File: src/sv/egpd_pkg.sv
// Shared constants, types and register codes for the Elias gamma position decoder.
`default_nettype none

package egpd_pkg;

  // Width of the value accumulator; the longest legal zero run is VALUE_BITS-1.
  localparam int VALUE_BITS = 16;
  localparam int ZERO_W     = $clog2(VALUE_BITS);
  localparam int LEN_W      = ZERO_W + 2;
  localparam int EXT_W      = (VALUE_BITS > 16) ? VALUE_BITS : 16;

  localparam int POS_W   = 16;
  localparam int SYM_W   = 8;
  localparam int CBITS_W = 5;
  localparam int TOTAL_W = 32;
  localparam int CNT_W   = 17;

  localparam int CFG_IDX_W  = 2;
  localparam int CFG_DATA_W = 16;

  localparam logic [CNT_W-1:0]  CNT_MAX       = '1;
  localparam logic [ZERO_W-1:0] ZERO_RUN_MAX  = ZERO_W'(VALUE_BITS - 1);
  localparam logic [SYM_W-1:0]  SYMBOL_RESET  = SYM_W'(32);
  localparam logic [CBITS_W-1:0] CBITS_SAT    = '1;

  typedef enum logic [CFG_IDX_W-1:0] {
    CFG_SKIP   = 2'd0,
    CFG_TAKE   = 2'd1,
    CFG_SYMBOL = 2'd2
  } cfg_idx_t;

  typedef struct packed {
    logic [15:0]      skip_codes;
    logic [15:0]      take_codes;
    logic [SYM_W-1:0] symbol_code;
  } cfg_t;

  typedef struct packed {
    logic [POS_W-1:0]   position;
    logic [SYM_W-1:0]   symbol_out;
    logic [CBITS_W-1:0] code_bits;
    logic [TOTAL_W-1:0] total_bits;
    logic               code_error;
    logic               last;
  } result_t;

endpackage

`default_nettype wire

File: src/sv/egpd_in_if.sv
// Request channel carrying one stream bit per request.
`default_nettype none

interface egpd_in_if;
  logic valid;
  logic ready;
  logic bit_in;

  modport source (output valid, output bit_in, input ready);
  modport sink   (input valid, input bit_in, output ready);
endinterface

`default_nettype wire

File: src/sv/egpd_out_if.sv
// Result channel carrying one decoded code per request.
`default_nettype none

interface egpd_out_if;
  logic        valid;
  logic        ready;
  logic [15:0] position;
  logic [7:0]  symbol_out;
  logic [4:0]  code_bits;
  logic [31:0] total_bits;
  logic        code_error;
  logic        last;

  modport source (output valid, output position, output symbol_out, output code_bits,
                  output total_bits, output code_error, output last, input ready);
  modport sink   (input valid, input position, input symbol_out, input code_bits,
                  input total_bits, input code_error, input last, output ready);
endinterface

`default_nettype wire

File: src/sv/egpd_cfg.sv
// Configuration register file with write decode.
`default_nettype none

module egpd_cfg (
  input  logic                               clk,
  input  logic                               rst_n,
  input  logic                               cfg_we,
  input  logic [egpd_pkg::CFG_IDX_W-1:0]     cfg_index,
  input  logic [egpd_pkg::CFG_DATA_W-1:0]    cfg_data,
  output egpd_pkg::cfg_t                     cfg
);
  import egpd_pkg::*;

  cfg_t cfg_r;
  cfg_t cfg_nxt;

  always_comb begin
    cfg_nxt = cfg_r;
    if (cfg_we) begin
      unique case (cfg_idx_t'(cfg_index))
        CFG_SKIP:   cfg_nxt.skip_codes  = cfg_data;
        CFG_TAKE:   cfg_nxt.take_codes  = cfg_data;
        CFG_SYMBOL: cfg_nxt.symbol_code = cfg_data[SYM_W-1:0];
        default:    cfg_nxt = cfg_r;
      endcase
    end
  end

  always_ff @(posedge clk) begin
    if (!rst_n) begin
      cfg_r <= '{skip_codes: '0, take_codes: '0, symbol_code: SYMBOL_RESET};
    end else begin
      cfg_r <= cfg_nxt;
    end
  end

  assign cfg = cfg_r;

endmodule

`default_nettype wire

File: src/sv/egpd_core.sv
// Gamma decode state and the per-bit update that forms one result.
`default_nettype none

module egpd_core (
  input  logic              clk,
  input  logic              rst_n,
  input  logic              step,
  input  logic              bit_in,
  input  egpd_pkg::cfg_t    cfg,
  output logic              emit,
  output egpd_pkg::result_t res
);
  import egpd_pkg::*;

  logic                  reading_r,    reading_nxt;
  logic [ZERO_W-1:0]     zero_run_r,   zero_run_nxt;
  logic [ZERO_W-1:0]     bits_left_r,  bits_left_nxt;
  logic [VALUE_BITS-1:0] value_acc_r,  value_acc_nxt;
  logic [CNT_W-1:0]      codes_seen_r, codes_seen_nxt;
  logic [TOTAL_W-1:0]    bit_total_r,  bit_total_nxt;
  logic                  finished_r,   finished_nxt;

  logic [CNT_W-1:0]      target;
  logic                  done;
  logic                  fin_code;
  logic [VALUE_BITS-1:0] fin_val;
  logic [VALUE_BITS-1:0] shifted;
  logic [ZERO_W-1:0]     left_dec;
  logic [LEN_W-1:0]      len;
  logic [TOTAL_W:0]      sum;
  logic [TOTAL_W-1:0]    total_new;
  logic [CNT_W-1:0]      seen_inc;

  assign target   = {1'b0, cfg.skip_codes} + {1'b0, cfg.take_codes};
  assign done     = finished_r || (codes_seen_r >= target);
  assign shifted  = {value_acc_r[VALUE_BITS-2:0], bit_in};
  assign left_dec = (bits_left_r != '0) ? bits_left_r - 1'b1 : '0;
  assign len      = {1'b0, zero_run_r, 1'b1};
  assign sum      = {1'b0, bit_total_r} + (TOTAL_W + 1)'(len);
  assign total_new = sum[TOTAL_W] ? '1 : sum[TOTAL_W-1:0];
  assign seen_inc = (codes_seen_r != CNT_MAX) ? codes_seen_r + 1'b1 : codes_seen_r;

  always_comb begin
    reading_nxt    = reading_r;
    zero_run_nxt   = zero_run_r;
    bits_left_nxt  = bits_left_r;
    value_acc_nxt  = value_acc_r;
    codes_seen_nxt = codes_seen_r;
    bit_total_nxt  = bit_total_r;
    finished_nxt   = finished_r;
    emit           = 1'b0;
    fin_code       = 1'b0;
    fin_val        = VALUE_BITS'(1);
    res            = '0;
    res.symbol_out = cfg.symbol_code;
    res.total_bits = bit_total_r;

    if (step) begin
      if (done) begin
        finished_nxt = 1'b1;
      end else if (!reading_r) begin
        if (!bit_in) begin
          if (zero_run_r == ZERO_RUN_MAX) begin
            // Zero run too long for the accumulator: report and resynchronize.
            emit           = 1'b1;
            res.code_error = 1'b1;
            zero_run_nxt   = '0;
            bits_left_nxt  = '0;
            value_acc_nxt  = '0;
          end else begin
            zero_run_nxt = zero_run_r + 1'b1;
          end
        end else begin
          value_acc_nxt = VALUE_BITS'(1);
          bits_left_nxt = zero_run_r;
          if (zero_run_r == '0) begin
            fin_code = 1'b1;
          end else begin
            reading_nxt = 1'b1;
          end
        end
      end else begin
        value_acc_nxt = shifted;
        bits_left_nxt = left_dec;
        if (left_dec == '0) begin
          fin_code = 1'b1;
          fin_val  = shifted;
        end
      end
    end

    if (fin_code) begin
      if (codes_seen_r >= {1'b0, cfg.skip_codes}) begin
        emit           = 1'b1;
        bit_total_nxt  = total_new;
        res.position   = POS_W'(EXT_W'(fin_val) - EXT_W'(1));
        res.code_bits  = (32'(len) > 32'(CBITS_SAT)) ? CBITS_SAT : CBITS_W'(len);
        res.total_bits = total_new;
        res.last       = (({1'b0, codes_seen_r} + 1'b1) == {1'b0, target});
      end
      codes_seen_nxt = seen_inc;
      if (seen_inc >= target) begin
        finished_nxt = 1'b1;
      end
      reading_nxt   = 1'b0;
      zero_run_nxt  = '0;
      bits_left_nxt = '0;
      value_acc_nxt = '0;
    end
  end

  always_ff @(posedge clk) begin
    if (!rst_n) begin
      reading_r    <= 1'b0;
      zero_run_r   <= '0;
      bits_left_r  <= '0;
      value_acc_r  <= '0;
      codes_seen_r <= '0;
      bit_total_r  <= '0;
      finished_r   <= 1'b0;
    end else begin
      reading_r    <= reading_nxt;
      zero_run_r   <= zero_run_nxt;
      bits_left_r  <= bits_left_nxt;
      value_acc_r  <= value_acc_nxt;
      codes_seen_r <= codes_seen_nxt;
      bit_total_r  <= bit_total_nxt;
      finished_r   <= finished_nxt;
    end
  end

endmodule

`default_nettype wire

File: src/sv/elias_gamma_position_decoder_top.sv
// Top level of the Elias gamma position decoder: input stage, decode core, result register.
//
//   Channel   Dir   Handshake          Payload
//   in_ch     in    valid/ready        bit_in (one stream bit)
//   out_ch    out   valid/ready        position, symbol_out, code_bits, total_bits,
//                                      code_error, last
//   cfg_*     in    cfg_we (no wait)   cfg_index, cfg_data
//
// An accepted request is held in the input register; once the result register is
// free, the decoded result is written into the result register and becomes
// visible there.
// A new request can be accepted every cycle while the result register is free;
// it is the only thing that throttles the input when the result sink stalls.
// Reset (rst_n low at a clock edge) clears the decode state and the valid flags
// and resets the configuration (symbol code to 32); there is no clearing pass.
// Requests that produce no result (zeros of a legal run, value bits before the last one,
// skipped codes, and anything after the final code) simply drain.
`default_nettype none

module elias_gamma_position_decoder_top (
  input  logic                            clk,
  input  logic                            rst_n,
  egpd_in_if.sink                         in_ch,
  egpd_out_if.source                      out_ch,
  input  logic                            cfg_we,
  input  logic [egpd_pkg::CFG_IDX_W-1:0]  cfg_index,
  input  logic [egpd_pkg::CFG_DATA_W-1:0] cfg_data
);
  import egpd_pkg::*;

  cfg_t    cfg;
  logic    emit;
  result_t res;

  // Input register: holds one accepted bit until the decode stage takes it.
  logic    stg_valid_r, stg_valid_nxt;
  logic    stg_bit_r;

  // Result register: the decoded code waiting for the sink.
  logic    out_valid_r, out_valid_nxt;
  result_t out_res_r;

  logic    out_free;
  logic    step;
  logic    in_fire;

  // The decode stage may run whenever the result register is empty or being drained.
  assign out_free = !out_valid_r || out_ch.ready;
  assign step     = stg_valid_r && out_free;
  assign in_ch.ready = !stg_valid_r || out_free;
  assign in_fire  = in_ch.valid && in_ch.ready;

  always_comb begin
    stg_valid_nxt = stg_valid_r;
    if (in_fire) begin
      stg_valid_nxt = 1'b1;
    end else if (step) begin
      stg_valid_nxt = 1'b0;
    end
    out_valid_nxt = out_valid_r;
    if (out_free) begin
      out_valid_nxt = step && emit;
    end
  end

  always_ff @(posedge clk) begin
    if (!rst_n) begin
      stg_valid_r <= 1'b0;
      out_valid_r <= 1'b0;
    end else begin
      stg_valid_r <= stg_valid_nxt;
      out_valid_r <= out_valid_nxt;
    end
  end

  always_ff @(posedge clk) begin
    if (in_fire) begin
      stg_bit_r <= in_ch.bit_in;
    end
    if (step && emit) begin
      out_res_r <= res;
    end
  end

  egpd_cfg u_cfg (
    .clk       (clk),
    .rst_n     (rst_n),
    .cfg_we    (cfg_we),
    .cfg_index (cfg_index),
    .cfg_data  (cfg_data),
    .cfg       (cfg)
  );

  egpd_core u_core (
    .clk    (clk),
    .rst_n  (rst_n),
    .step   (step),
    .bit_in (stg_bit_r),
    .cfg    (cfg),
    .emit   (emit),
    .res    (res)
  );

  assign out_ch.valid      = out_valid_r;
  assign out_ch.position   = out_res_r.position;
  assign out_ch.symbol_out = out_res_r.symbol_out;
  assign out_ch.code_bits  = out_res_r.code_bits;
  assign out_ch.total_bits = out_res_r.total_bits;
  assign out_ch.code_error = out_res_r.code_error;
  assign out_ch.last       = out_res_r.last;

endmodule

`default_nettype wire

File: src/flat_wrapper.sv
// flat-port wrapper written by rule: the top's interface ports become plain ports
module elias_gamma_position_decoder_top_flat import egpd_pkg::*;
  (clk, rst_n, cfg_we, cfg_index, cfg_data, in_ch_valid, in_ch_bit_in, in_ch_ready, out_ch_valid, out_ch_position, out_ch_symbol_out, out_ch_code_bits, out_ch_total_bits, out_ch_code_error, out_ch_last, out_ch_ready);
  egpd_in_if in_ch_i ();
  egpd_out_if out_ch_i ();
  input  logic clk;
  input  logic rst_n;
  input  logic cfg_we;
  input  logic [egpd_pkg::CFG_IDX_W-1:0] cfg_index;
  input  logic [egpd_pkg::CFG_DATA_W-1:0] cfg_data;
  input wire logic [$bits(in_ch_i.valid)-1:0] in_ch_valid;
  input wire logic [$bits(in_ch_i.bit_in)-1:0] in_ch_bit_in;
  output wire logic [$bits(in_ch_i.ready)-1:0] in_ch_ready;
  output wire logic [$bits(out_ch_i.valid)-1:0] out_ch_valid;
  output wire logic [$bits(out_ch_i.position)-1:0] out_ch_position;
  output wire logic [$bits(out_ch_i.symbol_out)-1:0] out_ch_symbol_out;
  output wire logic [$bits(out_ch_i.code_bits)-1:0] out_ch_code_bits;
  output wire logic [$bits(out_ch_i.total_bits)-1:0] out_ch_total_bits;
  output wire logic [$bits(out_ch_i.code_error)-1:0] out_ch_code_error;
  output wire logic [$bits(out_ch_i.last)-1:0] out_ch_last;
  input wire logic [$bits(out_ch_i.ready)-1:0] out_ch_ready;
  assign in_ch_i.valid = in_ch_valid;
  assign in_ch_i.bit_in = in_ch_bit_in;
  assign in_ch_ready = in_ch_i.ready;
  assign out_ch_valid = out_ch_i.valid;
  assign out_ch_position = out_ch_i.position;
  assign out_ch_symbol_out = out_ch_i.symbol_out;
  assign out_ch_code_bits = out_ch_i.code_bits;
  assign out_ch_total_bits = out_ch_i.total_bits;
  assign out_ch_code_error = out_ch_i.code_error;
  assign out_ch_last = out_ch_i.last;
  assign out_ch_i.ready = out_ch_ready;
  elias_gamma_position_decoder_top u_core (.clk(clk), .rst_n(rst_n), .in_ch(in_ch_i), .out_ch(out_ch_i), .cfg_we(cfg_we), .cfg_index(cfg_index), .cfg_data(cfg_data));
endmodule
File: config.mk
export PLATFORM = sky130hd
export DESIGN_NAME = elias_gamma_position_decoder_top_flat
export DESIGN_NICKNAME = d
export VERILOG_FILES = /design/src/sv/egpd_pkg.sv /design/src/sv/egpd_in_if.sv /design/src/sv/egpd_out_if.sv /design/src/sv/egpd_cfg.sv /design/src/sv/egpd_core.sv /design/src/sv/elias_gamma_position_decoder_top.sv /design/src/flat_wrapper.sv
export SDC_FILE = /design/constraint.sdc
export NUM_CORES = 1
export LEC_CHECK = 0
export ABC_AREA = 0
export BUFFER_PORTS_ARGS = -buffer_cell sky130_fd_sc_hd__buf_2
export CORE_UTILIZATION = 61
export DETAILED_ROUTE_END_ITERATION = 8
export GPL_ROUTABILITY_DRIVEN = 0
export PLACE_DENSITY_LB_ADDON = 0.1
export SLEW_MARGIN = 30
export SYNTH_ARGS = -nofsm -noshare
export SYNTH_HDL_FRONTEND = slang
export SYNTH_SLANG_ARGS = --single-unit
File: constraint.sdc
create_clock -name clk -period 11.55 [get_ports clk]
set_input_delay 1.7325 -clock clk [delete_from_list [all_inputs] [get_ports clk]]
set_output_delay 1.7325 -clock clk [all_outputs]
set_load 0.02 [all_outputs]
After elaboration in Yosys (flattened, before gate mapping)
Cells that the tools add are included.

storage, ports and cells
  register bits after elaboration = 180
  input bits = 24
  output and inout port bits = 65
  logic and storage cells = 100

cells by class
  add/subtract/negate cells = 7
  magnitude comparators = 4
  eq/ne operators = 5
  mux-type cells = 39
  bitwise logic cells = 4
  reductions and logical operators = 22

operators by type and width
  operator                                                               number
  32-bit two-way mux                                                     3
  16-bit two-way mux                                                     4
  15-bit two-way mux                                                     3
  17-bit >= comparator                                                   2
  32-bit by 5-bit adder with 33-bit output                               1
  1-bit two-way mux                                                      22
  4-bit two-way mux                                                      5
  17-bit by 1-bit adder with 18-bit output (second input constant)       1
  18-bit by 17-bit equality test with 1-bit output                       1
  16-bit by 16-bit adder with 17-bit output                              1
  17-bit by 1-bit adder with 17-bit output (second input constant)       1
  17-bit by 16-bit >= comparator with 1-bit output                       1
  17-bit two-way mux                                                     1
  17-bit inequality test (second input constant)                         1
  16-bit by 1-bit subtractor with 16-bit output (second input constant)  1
  2-bit AND reduction                                                    5
  4-bit logical NOT                                                      2
  5-bit greater-than comparator (second input constant)                  1
  5-bit two-way mux                                                      1
  4-bit by 1-bit adder with 4-bit output (second input constant)         1
  4-bit equality test (second input constant)                            1
  1-bit inverter                                                         4
  4-bit AND reduction                                                    1
  4-bit nonzero test                                                     1
  other kinds (11)                                                       16

Logic depth before layout (Yosys ltp)
  depth in word-level cells = 9
  mapped depth = 22
  mapped depth without buffers = 21

Cells and area by module
A second synthesis with hierarchy kept.

unflattened totals
  cells, all modules = 1188
  area total of the unflattened synthesis = 10933.0 µm²

modules (own cells, without submodules)
  module                            instances  cells each  area an instance (µm²)  seq. area each (µm²)
  egpd_core                         1          960         7353.3                  1481.4
  elias_gamma_position_decoder_top  1          77          2034.5                  1961.9
  egpd_cfg                          1          151         1545.2                  800.8

Least setup slack after synthesis
No wires, ideal clock.

  kind = register to register
  start = register u_core.u_cfg.cfg_r, in the netlist u_core.u_cfg.cfg[8]
  end = register u_core.out_res_r, in the netlist u_core.out_ch.code_bits[0], enable pin
  setup time = 574 ps
  data arrival time = 8119 ps
  required time = 10976 ps
  path slack = 2857 ps
  cell stages (with the launch flop) = 17
  buffers on the path = 0
  period minus slack after synthesis = 8693 ps
  cell sequence = dfxtp_1 ha_1 fa_1 a21o_1 a221o_2 a21o_1 a21oi_1 xor2_1 ha_1 nand2_1 nand2_1 a2111oi_0 o21ai_0 and2_1 o2111ai_4 nand3b_1 o21ai_0

between the ends
  word-level cells in the longest chain between the ends = 8
  elaborated cells on any way between the ends = 10
  classes of those cells = add/sub (1); order compare (1); mux (6); reduce/logical (2)

ends and longest elaborated chain
  what                                         line                                    RTL
  start, declared                              egpd_cfg.sv:14                          cfg_t cfg_r;
  start signal, assigned                       egpd_cfg.sv:31                          cfg_r <= '{skip_codes: '0, take_codes: '0, symbol_code: SYMBOL_RESET};
  start signal, assigned                       egpd_cfg.sv:33                          cfg_r <= cfg_nxt;
  16-bit by 16-bit adder with 17-bit output *  egpd_core.sv:34                         assign target = {1'b0, cfg.skip_codes} + {1'b0, cfg.take_codes};
  17-bit >= comparator *                       egpd_core.sv:35                         assign done = finished_r || (codes_seen_r >= target);
  1-bit logical OR *                           egpd_core.sv:35
  1-bit two-way mux                            egpd_core.sv:59                         if (done) begin
  1-bit two-way mux                            egpd_core.sv:58                         if (step) begin
  1-bit two-way mux                            egpd_core.sv:93                         if (codes_seen_r >= {1'b0, cfg.skip_codes}) begin
  1-bit two-way mux *                          egpd_core.sv:92                         if (fin_code) begin
  1-bit logical AND *                          elias_gamma_position_decoder_top.sv:80  if (step && emit) begin
  end signal, assigned                         elias_gamma_position_decoder_top.sv:81  out_res_r <= res;
  end, declared                                elias_gamma_position_decoder_top.sv:41  result_t out_res_r;

Mark *: on every way between the ends. The rest lies on a longest branch, timed or not.
A chain may end at the register's enable or synchronous reset.

==> results.sh <==
export IMPL_vias=8461
export IMPL_cp_required_ns=11.74
export IMPL_rows=47
export IMPL_status="finished clean"
export IMPL_diodes=0
export IMPL_yosys_warnings=0
export IMPL_cts_resized=0
export IMPL_drtPass1Iterations=9
export IMPL_clockRootBuffer="clkbuf_16"
export IMPL_period_share_pct=51.6
export IMPL_hold_viol=0
export IMPL_dieArea_sq_um=17600
export IMPL_design_area_sq_um=11500
export IMPL_synth_edf_count=64
export IMPL_fin_setup_tns_ns=0
export IMPL_async_flop_share_pct=0
export IMPL_clk_pin_slew_ns=0.07
export IMPL_fin_nets=1297
export IMPL_rsz0062_at_grt="false"
export IMPL_clk_insertion_delay_late_ns=0.44
export IMPL_drv_cap=0
export IMPL_place_area_sq_um=10900
export IMPL_clock_skew_ns=0.0102
export IMPL_dp_cells=1400
export IMPL_syn_cell_area_sq_um=10400
export IMPL_worstPathArrival_ns=6.15
export IMPL_port_buffers=88
export IMPL_leakagePower_nw=4.50
export IMPL_maxSlewViolCount=0
export IMPL_relSlewSlack_pct=42.4
export IMPL_max_freq_ghz=0.168
export IMPL_io_pins=89
export IMPL_holdBufCountCts=0
export IMPL_syn_avg_cell_area_sq_um=9.13
export IMPL_vdd_drop_max_v=0.000113
export IMPL_cts_tree="done"
export IMPL_drc=0
export IMPL_hold_path_class="register to register"
export IMPL_ys_ff_latch=180
export IMPL_ys_types=77
export IMPL_grt_pass1_wl_um=38700
export IMPL_drt_iter0_drc=721
export IMPL_start_kind="register"
export IMPL_final_setup_viol_count=0
export IMPL_cts_buffers=17
export IMPL_syn_nets=1240
export IMPL_post_drt_via_cell_ratio=5.91
export IMPL_cts_sinks=180
export IMPL_grt_max_degree=71
export IMPL_dieWidth_um=133
export IMPL_path_class="register to register"
export IMPL_stdcell_count=1432
export IMPL_powerDensity_nw_per_um2=124
export IMPL_period_needed_ns=5.96
export IMPL_layout_drive_gt1_share_pct=13.4
export IMPL_areaGrowthSynthToFinish_pct=10.5
export IMPL_grt_usage_pct=27.3
export IMPL_coreArea_sq_um=16600
export IMPL_drtAntennaViolNets=0
export IMPL_cts_setup_buffers=0
export IMPL_antenna_found_initial=0
export IMPL_endpoint_kind="register"
export IMPL_syn_inst=1142
export IMPL_die_y_um=133
export IMPL_first_global_vias=7872
export IMPL_initial_core_util_pct=62.6
export IMPL_dp_hpwl_um=16000
export IMPL_grt_overflow=0
export IMPL_synth_flop_cell="dfxtp_1"
export IMPL_wirelength_um=23100
export IMPL_critical_path_max_fanout=45
export IMPL_synth_seq_area_share_pct=40.7
export IMPL_tightest_slew_ns=0.862
export IMPL_cts_buffer_depth=2
export IMPL_htree_levels=4
export IMPL_wl_per_cell_um=16.1
per-layer routing:
| metal | GRT usage [%] | up-vias | wire length (um) |
|---|---|---|---|
| li1 | - | 4211 | - |
| met1 | 37.2 | 3965 | 11000 |
| met2 | 44.1 | 254 | 10700 |
| met3 | 4.83 | 31 | 1000 |
| met4 | 8.81 | 0 | 341 |
| met5 | 0 | - | 0 |
sequential cells by signal, summed over array words and instances (netlist names):
name / count
u_core.out_ch.total_bits: 32
u_core.u_core.bit_total_r: 32
u_core.stg_valid_r: 1
u_core.u_core.zero_run_r: 4
u_core.out_ch.code_bits: 5
u_core.u_core.value_acc_r: 15
u_core.out_ch.position: 16
u_core.out_ch.symbol_out: 8
u_core.u_core.codes_seen_r: 17
u_core.u_core.bits_left_r: 4
u_core.out_ch.valid: 1
u_core.out_ch.code_error: 1
u_core.u_core.reading_r: 1
u_core.out_ch.last: 1
u_core.u_core.finished_r: 1
u_core.stg_bit_r: 1
u_core.u_cfg.cfg: 40
synthesized netlist by cell type, drive strengths merged, types with 6 or more instances:
| master | count | area, sq um |
|---|---|---|
| o21a | 12 | 90.1 |
| and3 | 19 | 119 |
| xor2 | 31 | 279 |
| ha | 72 | 901 |
| xnor2 | 49 | 437 |
| nor3 | 38 | 201 |
| mux2i | 30 | 300 |
| dfxtp | 116 | 2320 |
| a21o | 15 | 113 |
| clkbuf | 41 | 154 |
| nand2 | 131 | 499 |
| nor2 | 108 | 408 |
| edfxtp | 64 | 1920 |
| a41oi | 11 | 96.3 |
| nor4 | 14 | 93.8 |
| and2 | 34 | 213 |
| o31ai | 7 | 52.6 |
| inv | 39 | 149 |
| buf | 14 | 105 |
| a211oi | 10 | 95.1 |
| nor2b | 7 | 43.8 |
| nand4 | 22 | 138 |
| nand3 | 31 | 160 |
| a21oi | 89 | 457 |
| or3 | 9 | 56.3 |
| o21ai | 28 | 144 |
| a31oi | 26 | 178 |
| a311oi | 6 | 52.6 |
| nand3b | 9 | 71.3 |
| nand2b | 12 | 75.1 |
area by class of cell:
cell class | count | area [sq um]
Fill cell | 1335 | 5120
Tap cell | 220 | 275
Clock buffer | 18 | 429
Clock inverter | 14 | 156
Multi-Input combinational cell | 868 | 5790
Timing Repair Buffer | 93 | 478
Sequential cell | 180 | 4240
Inverter | 39 | 149
critical path, stage by stage (launching register included):
cell      delay, ns
dfxtp_1        0.33
ha_1           0.22
fa_1           0.41
a21o_1         0.19
a221o_2        0.40
a221oi_1       0.41
a21oi_1        0.16
xnor2_1        0.33
ha_1           0.32
a21o_1         0.17
a21o_1         0.19
a21oi_2        0.27
nand3_1        0.16
nor4b_4        0.69
nand2_4        0.34
inv_4          0.47
a21boi_0       0.21
or3_1          0.40
path summary, 6_finish.rpt:
check	startpoint	end	slack [ns]	cells after the start
max	u_core.u_cfg.cfg[24]	u_core.out_ch.total_bits[20]	5.59	17
min	u_core.u_cfg.cfg[6]	u_core.out_ch.symbol_out[6]	0.44	0
max reg2reg	u_core.u_cfg.cfg[24]	u_core.out_ch.total_bits[20]	5.59	17
min reg2reg	u_core.u_cfg.cfg[6]	u_core.out_ch.symbol_out[6]	0.44	0
layout by cell type (no fill, tap or decap), types with 34 or more instances in the layout:
cell type / n
a21oi_1: 86
and2_1: 34
buf_2: 88
dfxtp_1: 116
edfxtp_1: 64
ha_1: 72
inv_1: 37
nand2_1: 130
nor2_1: 107
nor3_1: 37
xnor2_1: 48
through the flow:
step / total power [mW] / util, % / hold WS (ns) / worst slack [ns]
6_report: 1.42 / 69.2 / 0.436 / 5.59
3_5_place_dp: 0.862 / 65.7 / 0.419 / 5.66
2_1_floorplan: 0.820 / - / 0.408 / 2.86
3_3_place_gp: 0.859 / 65.7 / 0.410 / 5.81
4_1_cts: 1.43 / 69.2 / 0.435 / 5.65
5_1_grt: 1.48 / 69.2 / 0.447 / 5.16
kinds of logic (layout without fill, tap and decap cells):
logic type      after synthesis  after routing  share of synthesized area, %
mux                          35             35                          3.42
xor+xnor                     80             80                          6.87
flops                       180            180                          40.7
simple gates                454            454                          21.6
buf+inv                      94            164                          3.91
fa+ha+maj                    74             74                          9.03
compound gates              225            225                          14.5
report_power, final:
| group | total (mW) | switching (mW) | internal (mW) |
|---|---|---|---|
| Sequential | 0.684 | 0.0103 | 0.674 |
| Clock | 0.575 | 0.254 | 0.321 |
| Combinational | 0.164 | 0.108 | 0.0560 |
No activity file was read; power rests on OpenSTA's default activity.
